`config.mk`:
```
export PLATFORM = sky130hd
export DESIGN_NAME = distance_vector_table_merge_flat
export DESIGN_NICKNAME = d
export VERILOG_FILES = /design/src/rtl/dvtm_pkg.sv /design/src/rtl/dvtm_if.sv /design/src/rtl/dvtm_ram.sv /design/src/rtl/dvtm_cmp.sv /design/src/rtl/distance_vector_table_merge.sv /design/src/flat_wrapper.sv
export SDC_FILE = /design/constraint.sdc
export NUM_CORES = 1
export LEC_CHECK = 0
export ABC_AREA = 0
export BUFFER_PORTS_ARGS = -buffer_cell sky130_fd_sc_hd__buf_2
export CORE_MARGIN = 3
export CORE_UTILIZATION = 60
export CTS_BUF_LIST = sky130_fd_sc_hd__clkbuf_4 sky130_fd_sc_hd__clkbuf_8 sky130_fd_sc_hd__clkbuf_16
export DETAILED_ROUTE_END_ITERATION = 12
export PLACE_DENSITY_LB_ADDON = 0.08
export SLEW_MARGIN = 20
export SYNTH_ARGS = -nofsm -noshare
export SYNTH_HDL_FRONTEND = slang
export SYNTH_SLANG_ARGS = --single-unit
```
`constraint.sdc`:
```
create_clock -name clk -period 7.4 [get_ports clk]
set_input_delay 0.37 -clock clk [delete_from_list [all_inputs] [get_ports clk]]
set_output_delay 0.37 -clock clk [all_outputs]
set_load 0.02 [all_outputs]
```
`src/rtl/dvtm_pkg.sv`:
```
package dvtm_pkg;

	localparam int PORT_W = 16;
	localparam int OP_W   = 3;
	localparam int RIDX_W = 4;

	localparam logic [OP_W-1:0] OP_CLEAR = 3'd0;
	localparam logic [OP_W-1:0] OP_LOAD  = 3'd1;
	localparam logic [OP_W-1:0] OP_MERGE = 3'd2;
	localparam logic [OP_W-1:0] OP_LINK  = 3'd3;
	localparam logic [OP_W-1:0] OP_READ  = 3'd4;

	typedef logic [PORT_W-1:0] port_t;

	typedef struct packed {
		port_t port;
		port_t cost;
	} entry_t;

	// compare results for one table entry against the search keys
	typedef struct packed {
		logic eq_key;
		logic gt_key;
		logic eq_from;
	} cmp_t;

	function automatic port_t sat_add(port_t a, port_t b);
		logic [PORT_W:0] s;
		s = {1'b0, a} + {1'b0, b};
		return s[PORT_W] ? '1 : s[PORT_W-1:0];
	endfunction

endpackage

```
`src/rtl/dvtm_if.sv`:
```
interface dvtm_cmd_if import dvtm_pkg::*; ();
	logic                valid;
	logic                ready;
	logic [OP_W-1:0]     operation;
	port_t               dest_port;
	port_t               cost;
	port_t               from_port;
	logic                last_entry;
	logic [RIDX_W-1:0]   read_index;

	modport source (output valid, operation, dest_port, cost, from_port, last_entry,
		read_index, input ready);
	modport sink (input valid, operation, dest_port, cost, from_port, last_entry,
		read_index, output ready);
endinterface

interface dvtm_rsp_if import dvtm_pkg::*; ();
	logic  valid;
	logic  ready;
	port_t entry_port;
	port_t entry_cost;
	logic  updated;
	logic  added;
	logic  should_broadcast;

	modport source (output valid, entry_port, entry_cost, updated, added, should_broadcast,
		input ready);
	modport sink (input valid, entry_port, entry_cost, updated, added, should_broadcast,
		output ready);
endinterface

```
`src/rtl/dvtm_ram.sv`:
```
module dvtm_ram #(
	parameter int WIDTH = 32,
	parameter int DEPTH = 16
) (
	input  logic                     clk,
	input  logic                     we,
	input  logic [$clog2(DEPTH)-1:0] waddr,
	input  logic [WIDTH-1:0]         wdata,
	input  logic                     re,
	input  logic [$clog2(DEPTH)-1:0] raddr,
	output logic [WIDTH-1:0]         rdata
);

	logic [WIDTH-1:0] mem [DEPTH];

	always_ff @(posedge clk) begin
		if (we) begin
			mem[waddr] <= wdata;
		end
		if (re) begin
			rdata <= mem[raddr];
		end
	end

endmodule

```
`src/rtl/dvtm_cmp.sv`:
```
module dvtm_cmp import dvtm_pkg::*; (
	input  port_t entry_port,
	input  port_t key,
	input  port_t from_port,
	output cmp_t  res
);

	assign res.eq_key  = (entry_port == key);
	assign res.gt_key  = (entry_port > key);
	assign res.eq_from = (entry_port == from_port);

endmodule

```
`src/rtl/distance_vector_table_merge.sv`:
```
// Distance-vector routing table engine. Holds up to TABLE_ENTRIES (port, cost)
// entries sorted by ascending port in one RAM, and runs one item at a time
// under a small sequencer around a single entry compare unit; cmd.ready is
// high only while the sequencer is idle. Clear, load of port 0 and unused
// codes finish in the idle state; read does one RAM read; load, merge and
// link scan the whole table, one entry per cycle through the RAM read port,
// and an insert adds a shift of the entries above the insert point (one
// entry per cycle) before the new entry is written. Nothing clears the RAM:
// entries at or above the fill count read back as port 0, cost 0. The result
// register lets the next item be taken while a result waits; a new result
// waits in the final state until the old one is taken. The user must write
// local_port through cfg_we/cfg_data only while idle; the block itself does
// not enforce it.
module distance_vector_table_merge import dvtm_pkg::*; #(
	parameter int TABLE_ENTRIES = 16
) (
	input  logic         clk,
	input  logic         arst_n,
	input  logic         cfg_we,
	input  port_t        cfg_data,
	dvtm_cmd_if.sink     cmd,
	dvtm_rsp_if.source   rsp
);

	localparam int IW = $clog2(TABLE_ENTRIES);
	localparam int CW = $clog2(TABLE_ENTRIES + 1);
	localparam int XW = (CW > RIDX_W) ? CW : RIDX_W;

	localparam logic [2:0] S_IDLE   = 3'd0;
	localparam logic [2:0] S_SCAN   = 3'd1;
	localparam logic [2:0] S_DECIDE = 3'd2;
	localparam logic [2:0] S_SHIFT  = 3'd3;
	localparam logic [2:0] S_INS    = 3'd4;
	localparam logic [2:0] S_FINISH = 3'd5;

	logic [2:0]      state_q;

	// persistent block state
	port_t           local_q;
	logic [CW-1:0]   count_q;
	port_t           sender_q;
	logic            in_vec_q;
	logic            pend_upd_q;
	logic            pend_add_q;
	logic            has_bc_q;

	// latched item
	logic [OP_W-1:0] op_q;
	port_t           dport_q;
	port_t           cost_q;
	port_t           fport_q;
	port_t           key_q;
	logic            last_q;
	logic            first_q;
	logic            rd_ok_q;
	logic            link_upd_q;

	// scan state: issue index, then compare stage aligned with the registered RAM read data
	logic [CW-1:0]   iss_q;
	logic            chk_vld_s1;
	logic [IW-1:0]   chk_idx_s1;
	logic            hit_q;
	logic [IW-1:0]   hit_idx_q;
	port_t           hit_cost_q;
	logic            pos_fnd_q;
	logic [CW-1:0]   pos_q;

	// shift state: source index to read, destination written in the following cycle
	logic [CW-1:0]   sh_rd_q;
	logic            sh_vld_s1;
	logic [IW-1:0]   sh_dst_s1;
	port_t           ins_cost_q;

	// result register
	logic            rsp_vld_q;
	port_t           rsp_port_q;
	port_t           rsp_cost_q;
	logic            rsp_upd_q;
	logic            rsp_add_q;
	logic            rsp_bc_q;

	// RAM ports
	logic            ram_we;
	logic [IW-1:0]   ram_waddr;
	entry_t          ram_wdata;
	logic            ram_re;
	logic [IW-1:0]   ram_raddr;
	logic [2*PORT_W-1:0] ram_rdata_raw;
	entry_t          ram_rdata;

	cmp_t            cmp;
	logic            cmd_acc;
	logic [XW-1:0]   ridx_x;
	logic            iss_lt;
	logic            sh_go;
	logic [CW-1:0]   sh_src;
	logic            full;
	port_t           sum;
	logic            skip;
	logic            dec_merge_wr;
	logic            dec_merge_ins;
	logic            dec_link_wr;
	logic            need_rsp;
	logic            bc;

	dvtm_ram #(
		.WIDTH (2 * PORT_W),
		.DEPTH (TABLE_ENTRIES)
	) u_ram (
		.clk   (clk),
		.we    (ram_we),
		.waddr (ram_waddr),
		.wdata (ram_wdata),
		.re    (ram_re),
		.raddr (ram_raddr),
		.rdata (ram_rdata_raw)
	);

	assign ram_rdata = entry_t'(ram_rdata_raw);

	dvtm_cmp u_cmp (
		.entry_port (ram_rdata.port),
		.key        (key_q),
		.from_port  (fport_q),
		.res        (cmp)
	);

	assign cmd.ready = (state_q == S_IDLE);
	assign cmd_acc   = cmd.valid && cmd.ready;
	assign ridx_x    = XW'(cmd.read_index);

	assign iss_lt = (iss_q < count_q);
	assign sh_go  = (sh_rd_q > pos_q);
	assign sh_src = sh_rd_q - CW'(1);
	assign full   = (count_q == CW'(TABLE_ENTRIES));

	// merge decision: sender cost plus entry cost, saturated
	assign sum  = sat_add(sender_q, cost_q);
	assign skip = (dport_q == '0) || (dport_q == local_q);

	assign dec_merge_wr  = (state_q == S_DECIDE) && (op_q == OP_MERGE) && !skip && hit_q &&
		(sum < hit_cost_q);
	assign dec_merge_ins = (op_q == OP_MERGE) && !skip && !hit_q && !full;
	assign dec_link_wr   = (state_q == S_DECIDE) && (op_q == OP_LINK) && hit_q &&
		(hit_cost_q != cost_q);

	assign need_rsp = ((op_q == OP_MERGE) && last_q) || (op_q == OP_LINK) ||
		(op_q == OP_READ);
	assign bc = !has_bc_q || pend_upd_q;

	always_comb begin
		ram_re    = 1'b0;
		ram_raddr = '0;
		ram_we    = 1'b0;
		ram_waddr = '0;
		ram_wdata = '0;
		unique case (state_q)
			S_IDLE: begin
				ram_re    = cmd_acc && (cmd.operation == OP_READ);
				ram_raddr = ridx_x[IW-1:0];
			end
			S_SCAN: begin
				ram_re    = iss_lt;
				ram_raddr = iss_q[IW-1:0];
			end
			S_DECIDE: begin
				ram_we    = dec_merge_wr || dec_link_wr;
				ram_waddr = hit_idx_q;
				ram_wdata = '{port: key_q, cost: (dec_merge_wr ? sum : cost_q)};
			end
			S_SHIFT: begin
				ram_re    = sh_go;
				ram_raddr = sh_src[IW-1:0];
				ram_we    = sh_vld_s1;
				ram_waddr = sh_dst_s1;
				ram_wdata = ram_rdata;
			end
			S_INS: begin
				ram_we    = 1'b1;
				ram_waddr = pos_q[IW-1:0];
				ram_wdata = '{port: key_q, cost: ins_cost_q};
			end
			default: begin
			end
		endcase
	end

	// payload registers
	always_ff @(posedge clk) begin
		if (cmd_acc) begin
			op_q    <= cmd.operation;
			dport_q <= cmd.dest_port;
			cost_q  <= cmd.cost;
			fport_q <= cmd.from_port;
			last_q  <= cmd.last_entry;
			key_q   <= (cmd.operation == OP_LINK) ? cmd.from_port : cmd.dest_port;
			rd_ok_q <= (ridx_x < XW'(count_q));
			iss_q   <= '0;
			pos_q   <= count_q;
		end
		if (state_q == S_SCAN) begin
			chk_idx_s1 <= iss_q[IW-1:0];
			if (iss_lt) begin
				iss_q <= iss_q + CW'(1);
			end
			if (chk_vld_s1 && cmp.eq_key && !hit_q) begin
				hit_idx_q  <= chk_idx_s1;
				hit_cost_q <= ram_rdata.cost;
			end
			if (chk_vld_s1 && cmp.gt_key && !pos_fnd_q) begin
				pos_q <= CW'(chk_idx_s1);
			end
		end
		if (state_q == S_DECIDE) begin
			sh_rd_q    <= count_q;
			ins_cost_q <= (op_q == OP_MERGE) ? sum : cost_q;
		end
		if (state_q == S_SHIFT) begin
			sh_dst_s1 <= sh_rd_q[IW-1:0];
			if (sh_go) begin
				sh_rd_q <= sh_src;
			end
		end
		if ((state_q == S_FINISH) && need_rsp && (!rsp_vld_q || rsp.ready)) begin
			rsp_port_q <= (op_q == OP_READ && rd_ok_q) ? ram_rdata.port : '0;
			rsp_cost_q <= (op_q == OP_READ && rd_ok_q) ? ram_rdata.cost : '0;
			rsp_upd_q  <= (op_q == OP_MERGE) ? pend_upd_q :
				((op_q == OP_LINK) ? link_upd_q : 1'b0);
			rsp_add_q  <= (op_q == OP_MERGE) && pend_add_q;
			rsp_bc_q   <= (op_q == OP_MERGE) && bc;
		end
	end

	// control state
	always_ff @(posedge clk or negedge arst_n) begin
		if (!arst_n) begin
			state_q    <= S_IDLE;
			local_q    <= '0;
			count_q    <= '0;
			sender_q   <= '0;
			in_vec_q   <= 1'b0;
			pend_upd_q <= 1'b0;
			pend_add_q <= 1'b0;
			has_bc_q   <= 1'b0;
			first_q    <= 1'b0;
			link_upd_q <= 1'b0;
			chk_vld_s1 <= 1'b0;
			hit_q      <= 1'b0;
			pos_fnd_q  <= 1'b0;
			sh_vld_s1  <= 1'b0;
			rsp_vld_q  <= 1'b0;
		end else begin
			if (cfg_we) begin
				local_q <= cfg_data;
			end
			if (rsp_vld_q && rsp.ready) begin
				rsp_vld_q <= 1'b0;
			end
			unique case (state_q)
				S_IDLE: begin
					chk_vld_s1 <= 1'b0;
					hit_q      <= 1'b0;
					pos_fnd_q  <= 1'b0;
					if (cmd_acc) begin
						unique case (cmd.operation)
							OP_CLEAR: begin
								count_q    <= '0;
								has_bc_q   <= 1'b0;
								in_vec_q   <= 1'b0;
								pend_upd_q <= 1'b0;
								pend_add_q <= 1'b0;
							end
							OP_LOAD: begin
								if (cmd.dest_port != '0) begin
									state_q <= S_SCAN;
								end
							end
							OP_MERGE: begin
								first_q <= !in_vec_q;
								if (!in_vec_q) begin
									sender_q   <= '0;
									in_vec_q   <= 1'b1;
									pend_upd_q <= 1'b0;
									pend_add_q <= 1'b0;
								end
								state_q <= S_SCAN;
							end
							OP_LINK: begin
								link_upd_q <= 1'b0;
								state_q    <= S_SCAN;
							end
							OP_READ: begin
								state_q <= S_FINISH;
							end
							default: begin
							end
						endcase
					end
				end
				S_SCAN: begin
					chk_vld_s1 <= iss_lt;
					if (chk_vld_s1) begin
						if (cmp.eq_key) begin
							hit_q <= 1'b1;
						end
						if (cmp.gt_key) begin
							pos_fnd_q <= 1'b1;
						end
						// the sender cost is the last matching entry, not the first
						if ((op_q == OP_MERGE) && first_q && cmp.eq_from) begin
							sender_q <= ram_rdata.cost;
						end
					end
					if (!iss_lt && !chk_vld_s1) begin
						state_q <= S_DECIDE;
					end
				end
				S_DECIDE: begin
					sh_vld_s1 <= 1'b0;
					state_q   <= S_FINISH;
					if (op_q == OP_LOAD && !full) begin
						state_q <= S_SHIFT;
					end
					if (dec_merge_wr) begin
						pend_upd_q <= 1'b1;
					end
					if (dec_merge_ins) begin
						pend_add_q <= 1'b1;
						state_q    <= S_SHIFT;
					end
					if (dec_link_wr) begin
						link_upd_q <= 1'b1;
					end
				end
				S_SHIFT: begin
					sh_vld_s1 <= sh_go;
					if (!sh_go && !sh_vld_s1) begin
						state_q <= S_INS;
					end
				end
				S_INS: begin
					count_q <= count_q + CW'(1);
					state_q <= S_FINISH;
				end
				S_FINISH: begin
					if (!need_rsp) begin
						state_q <= S_IDLE;
					end else if (!rsp_vld_q || rsp.ready) begin
						rsp_vld_q <= 1'b1;
						state_q   <= S_IDLE;
						if (op_q == OP_MERGE) begin
							in_vec_q <= 1'b0;
							if (bc) begin
								has_bc_q <= 1'b1;
							end
						end
					end
				end
				default: begin
					state_q <= S_IDLE;
				end
			endcase
		end
	end

	assign rsp.valid            = rsp_vld_q;
	assign rsp.entry_port       = rsp_port_q;
	assign rsp.entry_cost       = rsp_cost_q;
	assign rsp.updated          = rsp_upd_q;
	assign rsp.added            = rsp_add_q;
	assign rsp.should_broadcast = rsp_bc_q;

`ifndef SYNTHESIS
	a_count_bound: assert property (@(posedge clk) disable iff (!arst_n)
		count_q <= CW'(TABLE_ENTRIES))
		else $error("entry count beyond table size");

	a_idle_no_write: assert property (@(posedge clk) disable iff (!arst_n)
		(state_q == S_IDLE) |-> !ram_we)
		else $error("table written while idle");

	a_scan_in_range: assert property (@(posedge clk) disable iff (!arst_n)
		((state_q == S_SCAN) && chk_vld_s1) |-> (CW'(chk_idx_s1) < count_q))
		else $error("scan compared an entry past the fill count");

	a_insert_room: assert property (@(posedge clk) disable iff (!arst_n)
		(state_q == S_INS) |-> (count_q < CW'(TABLE_ENTRIES)))
		else $error("insert into a full table");
`endif

endmodule
```
`src/flat_wrapper.sv`:
```
// flat-port wrapper written by rule: the top's interface ports become plain ports
module distance_vector_table_merge_flat import dvtm_pkg::*;
#(
	parameter int TABLE_ENTRIES = 16
)
  (clk, arst_n, cfg_we, cfg_data, cmd_valid, cmd_operation, cmd_dest_port, cmd_cost, cmd_from_port, cmd_last_entry, cmd_read_index, cmd_ready, rsp_valid, rsp_entry_port, rsp_entry_cost, rsp_updated, rsp_added, rsp_should_broadcast, rsp_ready);
  dvtm_cmd_if cmd_i ();
  dvtm_rsp_if rsp_i ();
  input  logic clk;
  input  logic arst_n;
  input  logic cfg_we;
  input  port_t cfg_data;
  input wire logic [$bits(cmd_i.valid)-1:0] cmd_valid;
  input wire logic [$bits(cmd_i.operation)-1:0] cmd_operation;
  input wire logic [$bits(cmd_i.dest_port)-1:0] cmd_dest_port;
  input wire logic [$bits(cmd_i.cost)-1:0] cmd_cost;
  input wire logic [$bits(cmd_i.from_port)-1:0] cmd_from_port;
  input wire logic [$bits(cmd_i.last_entry)-1:0] cmd_last_entry;
  input wire logic [$bits(cmd_i.read_index)-1:0] cmd_read_index;
  output wire logic [$bits(cmd_i.ready)-1:0] cmd_ready;
  output wire logic [$bits(rsp_i.valid)-1:0] rsp_valid;
  output wire logic [$bits(rsp_i.entry_port)-1:0] rsp_entry_port;
  output wire logic [$bits(rsp_i.entry_cost)-1:0] rsp_entry_cost;
  output wire logic [$bits(rsp_i.updated)-1:0] rsp_updated;
  output wire logic [$bits(rsp_i.added)-1:0] rsp_added;
  output wire logic [$bits(rsp_i.should_broadcast)-1:0] rsp_should_broadcast;
  input wire logic [$bits(rsp_i.ready)-1:0] rsp_ready;
  assign cmd_i.valid = cmd_valid;
  assign cmd_i.operation = cmd_operation;
  assign cmd_i.dest_port = cmd_dest_port;
  assign cmd_i.cost = cmd_cost;
  assign cmd_i.from_port = cmd_from_port;
  assign cmd_i.last_entry = cmd_last_entry;
  assign cmd_i.read_index = cmd_read_index;
  assign cmd_ready = cmd_i.ready;
  assign rsp_valid = rsp_i.valid;
  assign rsp_entry_port = rsp_i.entry_port;
  assign rsp_entry_cost = rsp_i.entry_cost;
  assign rsp_updated = rsp_i.updated;
  assign rsp_added = rsp_i.added;
  assign rsp_should_broadcast = rsp_i.should_broadcast;
  assign rsp_i.ready = rsp_ready;
  distance_vector_table_merge #(.TABLE_ENTRIES(TABLE_ENTRIES)) u_core (.clk(clk), .arst_n(arst_n), .cfg_we(cfg_we), .cfg_data(cfg_data), .cmd(cmd_i), .rsp(rsp_i));
endmodule
```
==> run metrics <==
clock latency on the worst-skew pair 0.62 ns; dpl ws ~1.2 ns; CP max FO 19; Worst VDD drop roughly 0.43 mV; Die ar. 55900 µm²; Max Freq approximately 160 MHz; min Tclk post-route around 6.2 ns; met2 Usage GRT 0.436; CTS tree built; Pre-Repair DR Iteration Count 5; final wirelength 76.8 mm; unrepaired setup endpoints after global routing no; pwr/cell area 400 nW/µm²; post-route clock period utilization 0.844; Final Core Density 0.704; CTS Sinks between 700 and 800; startpoint types register; die width around 240 µm; Worst Reg-to-Reg Cells 16; Detailed Route Iter0 Violations about 1.9k; dominant cell type by area after synthesis edfxtp_1; CP arrival approximately 6.5 ns; sequential area share after synthesis 0.701; WL per Instance between 20 and 30 µm; GRT met3 Usage 0.0491; total number of vias about 18k; Hold/Removal Path Class input pin to register; outcome finished clean; # nets final between 2k and 2.5k; fraction of registers with async set/reset 0.0673; initial antenna violation count 2; Post-synth EDFFs a little under 700; Netlist Area Pre-Place around 32000 µm²; Total GRT Usage 0.278; Leak roughly 13 nW; clk_skew approximately 0.023 ns; Slew Viols, Final 0; busiest grt layer met2; largest net degree at the start of global routing 129; Initial Utilization 0.614; Max Cap Viol 0; port bufs approximately 110; Pwr Total around 15 mW; first-pass GRT wire length roughly 120 mm; remaining antenna violation count 0; hold slack 0.0320 ns; #FFs+latches synth about 760; Netlist cell types 75; setup tns final 0 ns; area of the multi-input gates 9060 µm²; Clock Path Buffers 3; CP required 7.69 ns; # setup viols final 0; core area slightly above 50000 µm²; Post-Synthesis Cells approximately 1.9k; Synth Warn # 0; vias in the first global route around 18k; Synth area leaders edfxtp_1 (65%), mux4_2 (9.0%), dfrtp_1 (4.0%); share of cells above drive strength 1 0.233; Vias/cell between 6 and 7; # rows 83; Clk pin slew, worst setup/hold paths about 0.060 ns; Slew Limit Headroom 0.328; # Post-CTS Setup Buffers 0; GPL Wtd Cong slightly below 0.9; GR Util met1 0.409; critical path class register to register; total grt overflow 0; # IOs roughly 110; area grow syn2layout 14.6%; Final Hold Vio Count 0; clk root buf clkbuf_16; Die H between 200 and 250 µm; hold depth 2; fillcell total 3298; Worst Tran Pin Value about 1.0 ns; area occupied by registers roughly 22000 µm²; synthesized area per cell 17.0 µm²; drt drc 0; DP HPWL approximately 47 mm; top cell type's share of synthesized area 0.652; final critical-path setup slack 1.15 ns; antenna cells 0; Synth Net Count about 2.0k; TritonCTS Buffers 77; Main synth FF type edfxtp_1; H-tree depth 3; crit end category register
layout by cell type, fill, tap and decap left out, drive strengths merged, types with 25 or more instances in the layout:
master,instances
clkinv,28
buf,154
nor2,52
a22o,34
inv,60
edfxtp,692
a21oi,35
ha,63
nand2,129
mux2i,25
and2,69
a211oi,35
o21ai,60
mux4,128
dlygate4sd3,59
dfrtp,51
a31oi,44
xnor2,40
clkbuf,92
mux2,48
metrics by stage:
stage | cell area, µm² | cells
final | 36500 | 2820
after global routing | 36500 | 2820
after CTS | 36500 | 2820
after detailed placement | 33400 | 2629
after global placement | 33400 | 2629
after floorplan | 31900 | 1878
layer usage:
layer,vias to the layer above,share of wire
met1,9355,0.41
met2,810,0.48
met4,0,0.027
met3,137,0.082
met5,-,0
li1,7864,-
area by class of cell:
type                    instances  area share
multi-input cells             978       0.248
repair buffers                213      0.0418
inverters                      59     0.00609
well taps                     680      0.0233
clock buffers                  92      0.0576
flip-flops and latches        758       0.612
clock inverters                40      0.0116
critical path, stage by stage (launching register included):
cell and delay (ns):
edfxtp_1 0.47, ha_1 0.27, fa_1 0.43, a211oi_1 0.59, o21bai_4 0.17, a32o_1 0.31
a31oi_4 0.51, nand2_1 0.20, ha_1 0.34, nand2_1 0.07, nand3_1 0.10, a2111oi_0 0.49
a2111oi_2 0.10, nor3b_4 0.37, o211ai_1 0.41, nor2_4 0.67, buf_4 0.39
Yosys cell counts (all sizes together) (40+ instances only):
cell and n:
o21ai 60, inv 58, nand2 129, mux4 128, clkbuf 41, edfxtp 692, dfrtp 51, mux2 48
a31oi 44, ha 63, and2 69, buf 42, xnor2 40, nor2 52
where the power goes:
part	internal [mW]	leakage, nW	switching, mW
registers	5.65	7.12	0.464
clock network	2.25	1.24	1.62
logic	1.85	4.26	2.80
state kept, by name, summed over array words and instances (netlist names), 16 cells and up:
signal,cells
u_core.u_ram.mem,512
u_core.hit_cost_q,16
u_core.rsp.entry_cost,16
u_core.local_q,16
u_core.rsp.entry_port,16
u_core.cost_q,16
u_core.sender_q,16
u_core.ins_cost_q,16
u_core.key_q,16
u_core.fport_q,16
u_core.u_ram.rdata,32
u_core.dport_q,16
logic make-up (layout without fill, tap and decap cells):
logic type               after synthesis  count (layout)  share of synthesized area
AND/OR/NAND/NOR                      354             354                     0.0556
buffers and inverters                142             404                     0.0209
multiplexers                         201             201                      0.115
flip-flops                           758             758                      0.701
adder cells (fa/ha/maj)               64              64                     0.0254
XOR/XNOR                              58              58                     0.0159
AO/OA/AOI/OAI                        301             301                     0.0655
worst paths after layout:
| kind | slack [ns] | endpoint | from |
|---|---|---|---|
| setup / recovery | 1.15 | u_core.u_ram.mem[7][24]$_DFFE_PP_ | u_core.cost_q[0]$_DFFE_PP_ |
| hold / removal | 0.03 | u_core.local_q[2]$_DFFE_PN0P_ | cfg_data[2] |
| setup reg to reg | 1.15 | u_core.u_ram.mem[7][24]$_DFFE_PP_ | u_core.cost_q[0]$_DFFE_PP_ |
| hold reg to reg | 0.46 | u_core.hit_idx_q[0]$_DFFE_PP_ | u_core.chk_idx_s1[0]$_DFFE_PP_ |
| max in group asynchronous | 6.48 | u_core.sender_q[12]$_DFFE_PN0P_ | arst_n |
| min in group asynchronous | 0.41 | u_core.local_q[11]$_DFFE_PN0P_ | arst_n |
timing repair:
action | 4_1_cts | 5_1_grt
hold endpoints to repair | 109 | 0
resized for setup | 0 | 0
endpoints found under the setup margin | 0 | 0
hold buffers | 59 | 0
No activity file was read; power rests on OpenSTA's default activity.
